[src/design/lll_pkg.sv]
`default_nettype none
package lll_pkg;

	localparam int LAMPS   = 8;
	localparam int IDX_W   = 3;
	localparam int CNT_W   = 4;
	localparam int SEC_W   = 32;
	localparam int HRS_W   = 16;
	localparam int BYTE_W  = 8;
	localparam int CFG_W   = 64;
	localparam int CFGI_W  = 2;
	localparam int DIV_W   = 22;
	localparam int STEP_W  = $clog2(SEC_W);

	localparam logic [1:0] OP_TICK   = 2'd0;
	localparam logic [1:0] OP_READ   = 2'd1;
	localparam logic [1:0] OP_PRESET = 2'd2;

	localparam logic [CFGI_W-1:0] CFG_NUM_LAMPS   = 2'd0;
	localparam logic [CFGI_W-1:0] CFG_LIFE_LIMITS = 2'd1;
	localparam logic [CFGI_W-1:0] CFG_MULTIPLIER  = 2'd2;

	localparam logic [DIV_W-1:0] SECS_PER_HOUR = 22'd3600;
	localparam logic [SEC_W-1:0] PCT_NEAR      = 32'd97;
	localparam logic [SEC_W-1:0] PCT_END       = 32'd100;

	typedef struct packed {
		logic [1:0]       operation;
		logic [IDX_W-1:0] lamp_index;
		logic [SEC_W-1:0] preset_seconds;
		logic [LAMPS-1:0] error_mask;
		logic             output_on;
	} in_word_t;

	typedef struct packed {
		logic [HRS_W-1:0] hours_used;
		logic             alarm_near_end;
		logic             alarm_end;
		logic             lamp_fault;
		logic [CNT_W-1:0] fault_count;
	} out_word_t;

endpackage
`default_nettype wire

[src/design/lll_div.sv]
`default_nettype none
module lll_div (
	input  wire                      clk,
	input  wire                      arst_n,
	input  wire                      start,
	input  wire [lll_pkg::SEC_W-1:0] dividend,
	input  wire [lll_pkg::DIV_W-1:0] divisor,
	output logic                     done,
	output logic [lll_pkg::SEC_W-1:0] quotient
);
	import lll_pkg::*;

	logic              busy_q;
	logic              done_q;
	logic [STEP_W-1:0] step_q;
	logic [SEC_W-1:0]  quo_q;
	logic [DIV_W-1:0]  rem_q;
	logic [DIV_W:0]    trial;
	logic [DIV_W:0]    diff;
	logic              fits;

	// one quotient bit per cycle: dividend shifts out the top, quotient fills the bottom
	always_comb begin
		trial = {rem_q, quo_q[SEC_W-1]};
		fits  = trial >= {1'b0, divisor};
		diff  = trial - {1'b0, divisor};
	end

	always_ff @(posedge clk or negedge arst_n) begin
		if (!arst_n) begin
			busy_q <= 1'b0;
			done_q <= 1'b0;
			step_q <= '0;
		end else begin
			done_q <= 1'b0;
			if (start) begin
				busy_q <= 1'b1;
				step_q <= '0;
			end else if (busy_q) begin
				step_q <= step_q + 1'b1;
				if (step_q == STEP_W'(SEC_W - 1)) begin
					busy_q <= 1'b0;
					done_q <= 1'b1;
				end
			end
		end
	end

	always_ff @(posedge clk) begin
		if (start) begin
			quo_q <= dividend;
			rem_q <= '0;
		end else if (busy_q) begin
			quo_q <= {quo_q[SEC_W-2:0], fits};
			rem_q <= fits ? diff[DIV_W-1:0] : trial[DIV_W-1:0];
		end
	end

	assign done     = done_q;
	assign quotient = quo_q;

endmodule
`default_nettype wire

[src/design/lamp_life_hour_meter_core.sv]
// Lamp life hour meter.
// Input channel in_valid/in_stall/in_word carries one command word: a
// one-second tick, a read of one lamp's stored hours, or a preset of one
// lamp's second counter. Every command gives exactly one word on
// out_valid/out_stall/out_word: the hours (read only, else 0) and the
// latched alarm and fault status after the command.
// Read, preset and an undriven tick go from IDLE to DONE and then into the
// output register. A driven tick walks the lamps in use one after another:
// a faulty lamp is only counted in SCAN, a healthy one goes through SCAN,
// LOAD and DIV (two 32-step bit-serial dividers working side by side, for
// hours and percent of life). One command is worked on at a time; in_stall
// stays high until the output register has taken the word. A finished word
// waits in the output register while out_stall is high, and the next
// command is already accepted and worked on meanwhile. Reset clears all
// second and hour counters and alarms, sets the lamp count and life limits
// to 0 and the limit multiplier to 1. The user must write configuration
// words on cfg_we/cfg_index/cfg_data only while no command is in flight;
// the block itself does not enforce this.
`default_nettype none
module lamp_life_hour_meter_core (
	input  wire                        clk,
	input  wire                        arst_n,
	input  wire                        in_valid,
	output logic                       in_stall,
	input  lll_pkg::in_word_t          in_word,
	output logic                       out_valid,
	input  wire                        out_stall,
	output lll_pkg::out_word_t         out_word,
	input  wire                        cfg_we,
	input  wire [lll_pkg::CFGI_W-1:0]  cfg_index,
	input  wire [lll_pkg::CFG_W-1:0]   cfg_data
);
	import lll_pkg::*;

	localparam logic [2:0] ST_IDLE = 3'd0;
	localparam logic [2:0] ST_SCAN = 3'd1;
	localparam logic [2:0] ST_LOAD = 3'd2;
	localparam logic [2:0] ST_DIV  = 3'd3;
	localparam logic [2:0] ST_DONE = 3'd4;

	logic [2:0]        state_q;
	logic [CNT_W-1:0]  num_lamps_q;
	logic [CFG_W-1:0]  limits_q;
	logic [BYTE_W-1:0] mult_q;

	logic [SEC_W-1:0]  seconds_q [LAMPS];
	logic [HRS_W-1:0]  hours_q [LAMPS];

	in_word_t          cmd_q;
	logic [CNT_W-1:0]  lamp_q;
	logic [SEC_W-1:0]  sec_q;
	logic [HRS_W-1:0]  lim_q;
	logic [HRS_W-1:0]  read_hrs_q;
	logic              near_q;
	logic              end_q;
	logic [CNT_W-1:0]  faults_q;

	logic              alarm_near_q;
	logic              alarm_end_q;
	logic              fault_flag_q;
	logic [CNT_W-1:0]  fault_total_q;
	logic              out_valid_q;
	out_word_t         out_word_q;

	logic              accept;
	logic              emit;
	logic [CNT_W-1:0]  used;
	logic [IDX_W-1:0]  lamp_idx;
	logic [BYTE_W-1:0] lim_byte;
	logic [HRS_W-1:0]  lim_prod;
	logic [DIV_W-1:0]  lim36;
	logic              div_start;
	logic              div_done;
	logic              pct_done;
	logic [SEC_W-1:0]  q_hours;
	logic [SEC_W-1:0]  q_pct;
	logic [HRS_W-1:0]  hrs_new;
	logic              in_range;
	logic              nxt_near;
	logic              nxt_end;
	logic              nxt_fault;
	logic [CNT_W-1:0]  nxt_total;

	assign in_stall  = state_q != ST_IDLE;
	assign accept    = in_valid && !in_stall;
	assign emit      = (state_q == ST_DONE) && (!out_valid_q || !out_stall);
	assign used      = (num_lamps_q > CNT_W'(LAMPS)) ? CNT_W'(LAMPS) : num_lamps_q;
	assign lamp_idx  = lamp_q[IDX_W-1:0];
	assign lim_byte  = limits_q[{lamp_idx, 3'b000} +: BYTE_W];
	assign lim_prod  = HRS_W'({8'b0, lim_byte} * {8'b0, mult_q});
	assign lim36     = DIV_W'({lim_q, 5'b0}) + DIV_W'({lim_q, 2'b0});
	assign div_start = state_q == ST_LOAD;
	assign in_range  = int'(in_word.lamp_index) < LAMPS;
	assign hrs_new   = (lim_q == '0) ? '0 :
	                   (q_hours > {16'b0, lim_q}) ? lim_q : q_hours[HRS_W-1:0];

	lll_div u_div_hours (
		.clk      (clk),
		.arst_n   (arst_n),
		.start    (div_start),
		.dividend (sec_q),
		.divisor  (SECS_PER_HOUR),
		.done     (div_done),
		.quotient (q_hours)
	);

	lll_div u_div_pct (
		.clk      (clk),
		.arst_n   (arst_n),
		.start    (div_start),
		.dividend (sec_q),
		.divisor  (lim36),
		.done     (pct_done),
		.quotient (q_pct)
	);

	// status after the command: a tick rewrites it, other commands keep it
	always_comb begin
		if (cmd_q.operation == OP_TICK) begin
			nxt_near  = near_q;
			nxt_end   = end_q;
			nxt_fault = faults_q != '0;
			nxt_total = faults_q;
		end else begin
			nxt_near  = alarm_near_q;
			nxt_end   = alarm_end_q;
			nxt_fault = fault_flag_q;
			nxt_total = fault_total_q;
		end
	end

	always_ff @(posedge clk or negedge arst_n) begin
		if (!arst_n) begin
			num_lamps_q <= '0;
			limits_q    <= '0;
			mult_q      <= 8'd1;
		end else if (cfg_we) begin
			unique case (cfg_index)
				CFG_NUM_LAMPS:   num_lamps_q <= cfg_data[CNT_W-1:0];
				CFG_LIFE_LIMITS: limits_q    <= cfg_data;
				CFG_MULTIPLIER:  mult_q      <= cfg_data[BYTE_W-1:0];
				default: ;
			endcase
		end
	end

	always_ff @(posedge clk or negedge arst_n) begin
		if (!arst_n) begin
			for (int i = 0; i < LAMPS; i++) begin
				seconds_q[i] <= '0;
				hours_q[i]   <= '0;
			end
		end else begin
			if (accept && in_word.operation == OP_PRESET && in_range) begin
				seconds_q[in_word.lamp_index] <= in_word.preset_seconds;
			end
			if (state_q == ST_DIV && div_done) begin
				seconds_q[lamp_idx] <= sec_q;
				hours_q[lamp_idx]   <= hrs_new;
			end
		end
	end

	always_ff @(posedge clk or negedge arst_n) begin
		if (!arst_n) begin
			state_q       <= ST_IDLE;
			lamp_q        <= '0;
			near_q        <= 1'b0;
			end_q         <= 1'b0;
			faults_q      <= '0;
			alarm_near_q  <= 1'b0;
			alarm_end_q   <= 1'b0;
			fault_flag_q  <= 1'b0;
			fault_total_q <= '0;
			out_valid_q   <= 1'b0;
		end else begin
			// hold the word until the receiver takes it
			if (emit) begin
				out_valid_q <= 1'b1;
			end else if (!out_stall) begin
				out_valid_q <= 1'b0;
			end
			unique case (state_q)
				ST_IDLE: begin
					if (accept) begin
						lamp_q   <= '0;
						near_q   <= 1'b0;
						end_q    <= 1'b0;
						faults_q <= '0;
						if (in_word.operation == OP_TICK && in_word.output_on) begin
							state_q <= ST_SCAN;
						end else begin
							state_q <= ST_DONE;
						end
					end
				end
				ST_SCAN: begin
					if (lamp_q >= used) begin
						state_q <= ST_DONE;
					end else if (cmd_q.error_mask[lamp_idx]) begin
						faults_q <= faults_q + 1'b1;
						lamp_q   <= lamp_q + 1'b1;
					end else begin
						state_q <= ST_LOAD;
					end
				end
				ST_LOAD: state_q <= ST_DIV;
				ST_DIV: begin
					if (div_done) begin
						if (lim_q != '0 && q_pct >= PCT_NEAR) near_q <= 1'b1;
						if (lim_q != '0 && q_pct >= PCT_END)  end_q  <= 1'b1;
						lamp_q  <= lamp_q + 1'b1;
						state_q <= ST_SCAN;
					end
				end
				ST_DONE: begin
					if (emit) begin
						alarm_near_q  <= nxt_near;
						alarm_end_q   <= nxt_end;
						fault_flag_q  <= nxt_fault;
						fault_total_q <= nxt_total;
						state_q       <= ST_IDLE;
					end
				end
				default: state_q <= ST_IDLE;
			endcase
		end
	end

	always_ff @(posedge clk) begin
		if (accept) begin
			cmd_q      <= in_word;
			read_hrs_q <= (in_word.operation == OP_READ && in_range) ?
			              hours_q[in_word.lamp_index] : '0;
		end
		// fetch the counter and limit of the lamp about to be divided
		if (state_q == ST_SCAN) begin
			sec_q <= seconds_q[lamp_idx] + 1'b1;
			lim_q <= lim_prod;
		end
		if (emit) begin
			out_word_q.hours_used     <= read_hrs_q;
			out_word_q.alarm_near_end <= nxt_near;
			out_word_q.alarm_end      <= nxt_end;
			out_word_q.lamp_fault     <= nxt_fault;
			out_word_q.fault_count    <= nxt_total;
		end
	end

	assign out_valid = out_valid_q;
	assign out_word  = out_word_q;

	a_busy_after_accept: assert property (@(posedge clk) disable iff (!arst_n)
		accept |=> state_q != ST_IDLE)
		else $error("command accepted but sequencer stayed idle");

	a_div_in_step: assert property (@(posedge clk) disable iff (!arst_n)
		div_done |-> (state_q == ST_DIV && pct_done))
		else $error("divider finished outside the divide step");

	a_end_implies_near: assert property (@(posedge clk) disable iff (!arst_n)
		alarm_end_q |-> alarm_near_q)
		else $error("end-of-life alarm without near-end alarm");

	a_fault_bound: assert property (@(posedge clk) disable iff (!arst_n)
		(faults_q <= CNT_W'(LAMPS)) && (fault_flag_q == (fault_total_q != '0)))
		else $error("fault count out of range or flag mismatch");

endmodule
`default_nettype wire
[config.mk]
export PLATFORM = sky130hd
export DESIGN_NAME = lamp_life_hour_meter_core
export DESIGN_NICKNAME = d
export VERILOG_FILES = /design/src/design/lll_pkg.sv /design/src/design/lll_div.sv /design/src/design/lamp_life_hour_meter_core.sv
export SDC_FILE = /design/constraint.sdc
export NUM_CORES = 2
export LEC_CHECK = 0
export BUFFER_PORTS_ARGS = -buffer_cell sky130_fd_sc_hd__buf_2
export CORE_MARGIN = 5
export CORE_UTILIZATION = 55
export DETAILED_ROUTE_END_ITERATION = 8
export PLACE_DENSITY = 0.69
export SLEW_MARGIN = 20
export SYNTH_ARGS = -nofsm -noshare
export SYNTH_HDL_FRONTEND = slang
export SYNTH_HIERARCHICAL = 1
export SYNTH_SLANG_ARGS = --single-unit
[constraint.sdc]
create_clock -name clk -period 13.28 [get_ports clk]
set_input_delay 1.328 -clock clk [delete_from_list [all_inputs] [get_ports clk]]
set_output_delay 1.328 -clock clk [all_outputs]
set_load 0.005 [all_outputs]
* Yosys cells after proc, flatten, opt, wreduce, memory -nomap -nowiden
Cells that the tools add are included.
** Cells by class
- Add/subtract/negate cells :: 8
- Multipliers :: 1
- $lt $le $gt $ge :: 12
- Equal/unequal tests :: 19
- Shift-type cells :: 1
- Muxes and demuxes :: 69
- Bitwise operators :: 2
- Reduce and logical (&&, ||, !) cells :: 35
** Operators with widths (count)
- 256-bit bitwise mux :: 2
- 256-bit two-way mux :: 2
- 32-bit two-way mux :: 8
- 32-bit demux with 3-bit select :: 2
- 128-bit bitwise mux :: 1
- 32-bit binary-select mux with 3-bit select :: 1
- 16-bit two-way mux :: 5
- 32-bit by 7-bit >= comparator with 1-bit output (second input constant) :: 2
- 64-bit by 7-bit indexed part select with 8-bit output :: 1
- 16-bit binary-select mux with 3-bit select :: 1
- 16-bit demux with 3-bit select :: 1
- 22-bit two-way mux :: 2
- 32-bit by 1-bit adder with 32-bit output (second input constant) :: 1
- 32-bit by 16-bit greater-than comparator with 1-bit output :: 1
- 4-bit two-way mux :: 8
- 23-bit by 12-bit >= comparator with 1-bit output (second input constant) :: 1
- 23-bit by 22-bit >= comparator with 1-bit output :: 1
- 21-bit by 18-bit adder with 22-bit output :: 1
- 22-bit by 12-bit subtractor with 22-bit output (second input constant) :: 1
- 22-bit subtractor :: 1
- 1-bit two-way mux :: 20
- 5-bit two-way mux :: 4
- 3-bit two-way mux :: 6
- 16-bit logical NOT :: 1
- other kinds (35) :: 73
** Word-level totals
- Flip-flop bits (word level) :: 699
- Input bits :: 117
- Output and inout bits :: 25

* Depth between registers and ports, before layout
- Word-level depth :: 9
- Mapped depth :: 26
- Depth with buffers taken out :: 20

* Hierarchy
The synthesis kept the hierarchy.
** By module, submodules not included
- lamp_life_hour_meter_core :: times used 1, cells each 2888, area each 31716.7 um^2, sequential area each 14950.6 um^2
- lll_div :: times used 2, cells each 402, area each 4030.1 um^2, sequential area each 1576.5 um^2

* Worst setup path after synthesis
OpenSTA, ideal clock, no wires.
- Path kind :: reg2reg
- Start :: register lamp_q[0]
- End :: register lim_q[15] (data pin)
- Library setup time :: 0.260 ns
- Data arrival time :: 5.595 ns
- Required time :: 13.020 ns
- Slack :: 7.426 ns
- Stages on the path, launching flop included :: 25
- Period minus slack after synthesis :: 5.854 ns
- Path through :: dfrtp_1 buf_6 buf_6 buf_6 buf_4 buf_4 buf_2 mux2i_1 nor2_1 a21oi_1 o221ai_1 and2_1 fa_1 fa_1 fa_1 inv_1 fa_1 inv_1 ha_1 or2_2 a21oi_1 a21oi_1 a41o_1 o21bai_1 xnor2_1
** On the way
- Word-level cells in the longest chain between the ends :: 2
** RTL lines
- start, declared :: line lamp_life_hour_meter_core.sv:50 : logic [CNT_W-1:0] lamp_q;
- start signal, assigned :: line lamp_life_hour_meter_core.sv:202 : lamp_q <= lamp_q + 1'b1;
- start signal, assigned :: line lamp_life_hour_meter_core.sv:212 : lamp_q <= lamp_q + 1'b1;
- 64-bit by 7-bit indexed part select with 8-bit output :: line lamp_life_hour_meter_core.sv:89 : assign lim_byte = limits_q[{lamp_idx, 3'b000} +: BYTE_W];
- 8-bit by 8-bit multiplier with 16-bit output :: line lamp_life_hour_meter_core.sv:90 : assign lim_prod = HRS_W'({8'b0, lim_byte} * {8'b0, mult_q});
- named net lim_prod[15] :: line lamp_life_hour_meter_core.sv:70 : logic [HRS_W-1:0] lim_prod;
- end signal, assigned :: line lamp_life_hour_meter_core.sv:239 : lim_q <= lim_prod;
- end, declared :: line lamp_life_hour_meter_core.sv:52 : logic [HRS_W-1:0] lim_q;
The timed path passes the listed nets, and every way through them passes these cells.
A chain may end at the register's enable or synchronous reset.

* Worst setup path in the final report
- Start :: register lamp_q[2]
- End :: register lim_q[15] (data pin)
The elaborated chain is that of the path after synthesis.

==> flow_summary.ini <==
[outcome]
status = complete, no violations

[floorplan]
die_h_um = 278.8
io_pins = 142
initial_core_util = 0.5551
die_area_mm2 = 0.07775
core_mm2 = 0.07161
die_w_um = 278.8
rows = 98

[detailed_routing]
drt_iter0_drc = 2456
wl_um = 104400
drcViolationCount = 0
vias = 28420
antenna_left = 0
wl_met1_um = 45990
dr_wl_met2_um = 48920
avgViaCountPerCell = 6.017
wl_met3_um = 6519
dr.pass1.iters = 7
routed.top_layer = met5
wl_per_cell_um = 22.11

[clock_network]
root_buffer = clkbuf_16
postCtsSetupRepairBufs = 0
hold_buffers = 0
cts_buffers = 77
insertion_delay_ns = 0.63
cts.path.max_buffers = 3
cts_tree = built
htreeDepth = 3
ctsResizeCount = 0
path_clk_slew_ns = 0.07
cts_sinks = 699

[grt]
grt_pass1_vias = 28020
antenna_found_initial = 10
track_usage = 0.2646
overflow = 0
grt_max_degree = 141
grt_pass1_wl_um = 164300

[critical_path]
cp-startpoint = lamp_q[2]
r2r-end = lim_q[15]
reg2reg_depth = 19
critPathRequiredTime_ns = 13.66
rrSetupSlack_ns = 6.29
r2r-start = lamp_q[2]
cp-end-kind = flip-flop
endpoint = lim_q[15]
critPathMaxFanout = 56
worst-endpoint-arrival_ns = 7.37
criticalPathCategory = reg2reg
crit_path_start_kind = flip-flop

[place]
pre_cts_slack_ns = 6.316
place_inst = 4572
port_buffers = 141
place_hpwl_um = 66430
gp_congestion = 0.8912

[final_layout]
area_growth_pct = 9.925
final_layout_size_suffix_gt1_frac = 0.1681
regArea_mm2 = 0.01809
multi_input_area_mm2 = 0.01997
layout.nets = 3978
fillers = 5804
stdcell_count = 4723
post-route-util = 0.6102

[synthesis]
synth_area_mm2 = 0.03975
syn_inst = 3690
syn_avg_cell_area_um2 = 10.77
yosys_warnings = 6

[sta]
rsz0062_at_grt = false
fin_ws_ns = 6.292
final.min_clock_period_ns = 6.988
setup_tns_ns = 0
hold_viol_final = 0
maxSlewHeadroom = 0.2655
tightest_slew_ns = 1.099
final-setup-viol-count = 0
clock_skew_ns = 0.01686
drv_slew = 0
max_freq_ghz = 0.1431
timing.final.crit_share = 0.5262

[pwr]
power_leakage_nw = 17.77
p_per_area_mw_per_mm2 = 210.3
ir_drop_mv = 0.1329
total_power_mw = 9.188

[flow_run]
drv_cap = 0

[worst_hold_path]
holdPathStages = 0
hold_class = reg2reg
cells in the final DEF, fill, tap and decap left out, drive strengths merged, types with 44 or more instances in the layout:
cell / n
buf: 193
edfxtp: 161
a21oi: 79
o21ai: 427
dfrtp: 493
xnor2: 61
ha: 121
nor2: 144
mux2: 175
dfxtp: 44
nand2: 478
inv: 146
mux2i: 340
clkbuf: 116
mux4: 79
nor2b: 60
a211oi: 46
worst min path at each step:
stage	startpoint	endpoint	slack, ns
4_1_cts	read_hrs_q[11]	out_word[18]	0.42
3_5_place_dp	read_hrs_q[9]	out_word[16]	0.41
5_1_grt	read_hrs_q[13]	out_word[20]	0.43
3_3_place_gp	read_hrs_q[0]	out_word[7]	0.40
2_1_floorplan	read_hrs_q[3]	out_word[10]	0.40
6_report	read_hrs_q[11]	out_word[18]	0.41
metal layers:
metal / vias to the layer above / track usage
li1: 13280 / -
met4: 2 / 0.08026
met5: - / 0
met2: 869 / 0.4246
met3: 186 / 0.04373
met1: 14080 / 0.3750
state kept, by name, indices dropped and copies added, names as in the netlist, 22 cells and up:
signal	count
u_div_pct/rem_q	22
u_div_hours/rem_q	22
seconds_q	256
limits_q	64
u_div_pct/quotient	32
sec_q	32
u_div_hours/quotient	32
hours_q	128
out_word	23
per-stage QoR:
step	hold slack [ns]	cell area [µm²]
after floorplan	0.4003	39830
after global placement	0.4010	40900
after detailed placement	0.4062	40900
after CTS	0.4174	43660
after global routing	0.4287	43680
final	0.4121	43690
where the power goes:
group	switching (mW)	leakage [nW]	internal, mW
Clock	0.922	1.35	1.39
Sequential	0.376	7.49	2.88
Combinational	2.00	8.93	1.61
Total	3.30	17.8	5.89
final cells by class:
| class | instances | share of cell area |
|---|---|---|
| diodes | 8 | 0.0004582 |
| clock buffers | 116 | 0.05283 |
| clock inverters | 27 | 0.01037 |
| inverters | 144 | 0.01243 |
| multi-input cells | 2586 | 0.4570 |
| flip-flops and latches | 699 | 0.4140 |
| well taps | 950 | 0.02720 |
| repair buffers | 193 | 0.02566 |
critical path, stage by stage, from the launching register on:
cell      delay [ns]
dfrtp_4         0.78
buf_4           0.75
mux2_2          0.41
a222oi_1        0.33
nor2_1          0.07
a21oi_1         0.68
nor2b_1         0.15
fa_1            0.56
fa_1            0.44
fa_1            0.54
inv_1           0.05
fa_1            0.53
inv_1           0.04
ha_1            0.33
or2_2           0.31
a21oi_1         0.15
a21oi_1         0.09
a41o_1          0.28
o21bai_1        0.16
xnor2_1         0.08
Note: power is estimated with default switching activity, not from simulation.
